--- config.mk ---
export PLATFORM = sky130hd
export DESIGN_NAME = amb_ram
export DESIGN_NICKNAME = d
export VERILOG_FILES = /design/src/rtl/core/amb_ram.sv
export SDC_FILE = /design/constraint.sdc
export NUM_CORES = 2
export LEC_CHECK = 0
export BUFFER_PORTS_ARGS = -buffer_cell sky130_fd_sc_hd__buf_2
export CAP_MARGIN = 20
export CORE_MARGIN = 4
export CORE_UTILIZATION = 50
export CTS_CLUSTER_SIZE = 28
export DETAILED_ROUTE_END_ITERATION = 12
export PLACE_DENSITY = 0.65
export SYNTH_ARGS = -nofsm -noshare
export SYNTH_HDL_FRONTEND = slang
export SYNTH_SLANG_ARGS = --single-unit
--- constraint.sdc ---
create_clock -name clk -period 4.2 [get_ports clk]
set_input_delay 1.26 -clock clk [delete_from_list [all_inputs] [get_ports clk]]
set_output_delay 1.26 -clock clk [all_outputs]
set_load 0.02 [all_outputs]
--- src/rtl/core/amb_ram.sv ---
// ----------------------------------------------------------------------------
// amb_ram
// Generic simple dual-port RAM, one write and one registered read port.
// ----------------------------------------------------------------------------
module amb_ram #(
  parameter int unsigned WIDTH = 8,
  parameter int unsigned DEPTH = 256
) (
  input  logic                     clk,
  input  logic                     we,
  input  logic [$clog2(DEPTH)-1:0] waddr,
  input  logic [WIDTH-1:0]         wdata,
  input  logic                     re,
  input  logic [$clog2(DEPTH)-1:0] raddr,
  output logic [WIDTH-1:0]         rdata
);

  logic [WIDTH-1:0] mem [DEPTH];

  // write port
  always_ff @(posedge clk) begin
    if (we) begin
      mem[waddr] <= wdata;
    end
  end

  // registered read, old data on a same-address write
  always_ff @(posedge clk) begin
    if (re) begin
      rdata <= mem[raddr];
    end
  end

endmodule

# Word-level counts from Yosys, hierarchy flattened
# Memories as Yosys holds them, arrays and structs flattened. A register that Yosys moved wholly into a read port is not among the register bits.
# Cells that the tools add are included.
dict set report op_classes {
  n_mux 2
}
# cell count
set ops {}
lappend ops {{two-way mux 1 bit} 2}
dict set report totals {
  mem_count 1
  regBits 0
  elab_cells 3
  out_inout_bits 8
  mem_bits_rw 2048
  input_bits 27
}
# name depth width rd rd_ports_with_merged_regs wr line
set memory_table {}
lappend memory_table {mem 256 8 1 1 1 18} ;# logic [WIDTH-1:0] mem [DEPTH];

# Depth between registers and ports, before layout
dict set report depth {
  word_depth 2
  ltp_mapped 11
}

# Least setup slack after synthesis
# OpenSTA, ideal clock, no wires.
dict set report synth_path {
  path_kind {input to register}
  from {in raddr[0]}
  to {reg rdata[2] (read register of mem), data pin}
  slack_ns 0.864
  setup_time_ns 0.269
  arrival_time_ns 3.067
  path_stages 9
  required_ns 3.931
  path_cell_list {buf_6 -> buf_12 -> buf_8 -> buf_2 -> mux4_2 -> a22oi_1 -> a21oi_1 -> nor4_1 -> nor4_2}
}
# item line
set synth_rtl {}
lappend synth_rtl {{start: declaration} 14} ;# input logic [$clog2(DEPTH)-1:0] raddr,
lappend synth_rtl {{end: declaration} 15} ;# output logic [WIDTH-1:0] rdata

==> results.toml <==
[setup_path]
critPathMaxFanout = 23
required_ps = 4740
crit_type = "primary input to flop"
worstPathArrival_ps = 4240
r2r_start = "mem[211][5]$_DFFE_PP_"
endpoint_kind = "flop"
crit_path_start = "raddr[0]"
critPathLaunchType = "primary input"

[synthesis]
synth.avg_cell_area_sq_um = 21.3
synth-seq-area-share_pct = 77.5
synth-seq-cells = 2056
netlist_instances = 3733
ys_warn_count = 0
ys_async_sr_fraction_pct = 0
synth_top_flop_cell = "edfxtp_1"
synth-edff-count = 2056
syn-cell-area_sq_um = 79600
synth_nets = 3760
synth_cell_types = 54

[pwr]
ir_drop_mv = 0.431
power_density_nw_per_um2 = 460
p_comb_share_pct = 5.1
p_int_mw = 33.2
p_total_mw = 42.1
p_sw_mw = 8.91
switching_share_pct = 21.2
leakage_nw = 29.1
clkPwrFrac_pct = 41.0
p_seq_share_pct = 53.9

[routing]
drt_iter0_drc = 5009
vias = 40100
drtAntennaViolNets = 0
drc = 0
firstDrtPassIters = 5
wl_per_cell_um = 30.6
finalWirelength_mm = 198
vias_per_cell = 6.22

[clock_tree]
clockRootBuffer = "clkbuf_16"
post-cts-setup-buffers = 0
cts_tree = "built"
clock_path_buffers = 3
clk_latency_ps = 810
clk_pin_slew_ps = 60
ctsHoldBuffers = 0
cts.htree.levels = 4
post_cts_resized = 0
clock_sinks = 2056
cts_buffers = 203

[floorplan]
die_h_um = 407
dieArea_sq_um = 166000
die_w_um = 407
std_cell_rows = 146
initial_utilization_pct = 50.3
core_area_sq_um = 158000
io-pin-count = 35

[layout]
syn_to_final_growth_pct = 14.9
final_common_cell = "edfxtp_1"
nets = 4230
nFillCells = 11500
drive_above_1_share_pct = 28.3
final_cell_mix = "edfxtp_1, mux4_2, buf_4"
fin_util_pct = 57.8

[run]
drv_cap = 0

[sta]
post-route-period-util_pct = 88.0
rsz0062_at_grt = "false"
hold_violations = 0
max_freq_ghz = 0.271
setup_ws_ps = 505
tightest_slew_ps = 1060
slew_violations = 0
setup_viol = 0
tns_ps = 0
relSlewSlack_pct = 29.4
fin_worst_skew_ps = 28.0
period_needed_ps = 3700

[global_route]
antenna_found_initial = 14
grt_pass1_wl_mm = 288
grt_start_max_net_pins = 130
top_usage_layer = "met2"
grtUsageMet3_pct = 5.64
met2_usage_pct = 37.4
gr-total-overflow = 0
track_usage_pct = 24.2
use_met1_pct = 34.8
grt_pass1_vias = 40500

[placed_design]
numPortBuffers = 34
gp_congestion = 0.855
hpwl_mm = 125
dp_slack_ps = -299

[hold_path]
hold_class = "primary input to flop"
min_from = "re"

[outcome]
outcome = "completed"
==> kinds of logic after synthesis <==
family / synth area share (%)
flops: 77.5
simple gates: 2.63
compound gates: 3.42
buf+inv: 1.83
mux: 14.6
==> cells in the mapped netlist, types with 16 or more instances <==
cell      count  share of area, %
edfxtp_1   2056                78
mux4_2      454                13
nor2_1      282               1.3
mux2i_1     134               1.7
a22oi_1     133               1.3
clkbuf_1    111              0.52
a21oi_1      96              0.60
o221ai_1     46              0.51
nand3_1      34              0.21
nand2_1      33              0.16
buf_2        31              0.19
nor2b_1      31              0.24
o22ai_1      28              0.22
buf_4        27              0.25
nor4_1       24              0.19
buf_1        22              0.10
nor3_1       22              0.14
buf_6        21              0.30
a211oi_1     16              0.15
==> through the flow <==
step	instance area (sq um)	hold WS (ps)	instances
global route	91500	859	6441
floorplan	79600	864	3733
finish	91500	890	6450
global placement	85200	1100	6070
CTS	91500	847	6440
detailed placement	85200	1110	6070
==> per-layer routing <==
metal | vias up | share of wire [%]
met3 | 333 | 9.6
met5 | - | 0.020
met4 | 6 | 3.2
met1 | 21200 | 40
li1 | 16700 | -
met2 | 1921 | 47
==> state kept, by name, indices dropped and copies added (netlist names) <==
| name | cells |
|---|---|
| mem | 2048 |
| rdata | 8 |
==> worst paths after layout <==
check	slack [ps]	end	cells past startpoint
worst max register to register	1190	rdata[5]$_DFFE_PP_	7
worst max-delay path	500	rdata[1]$_DFFE_PP_	10
worst min-delay path	890	rdata[7]$_DFFE_PP_	1
worst min register to register	1120	rdata[6]$_DFFE_PP_	5
==> power by group through the flow <==
stage               combinational, mW  sequential (mW)  clock [mW]
floorplan                        1.10             23.1           0
global placement                 2.14             23.1           0
detailed placement               2.17             23.1           0
CTS                              2.17             22.7        17.5
global route                     2.28             22.7        18.5
finish                           2.16             22.7        17.3
==> critical path: stages <==
cell and delay, ps:
buf_8 210, buf_12 200, buf_12 220, mux4_2 510, nor2b_1 140, a211oi_1 570
nor3_1 130, nor4_1 630, buf_4 260, nor4_1 60
==> cell type report <==
type	count	area, sq um	share of cell area (%)
Sequential cell	2056	61700	67.5
Tap cell	2072	2590	2.83
Antenna cell	10	25.0	0.0274
Inverter	2	7.51	0.00821
Multi-Input combinational cell	1442	16500	18.0
Clock inverter	104	921	1.01
Clock buffer	266	5380	5.88
Timing Repair Buffer	498	4330	4.73
No activity file was read; power rests on OpenSTA's default activity.
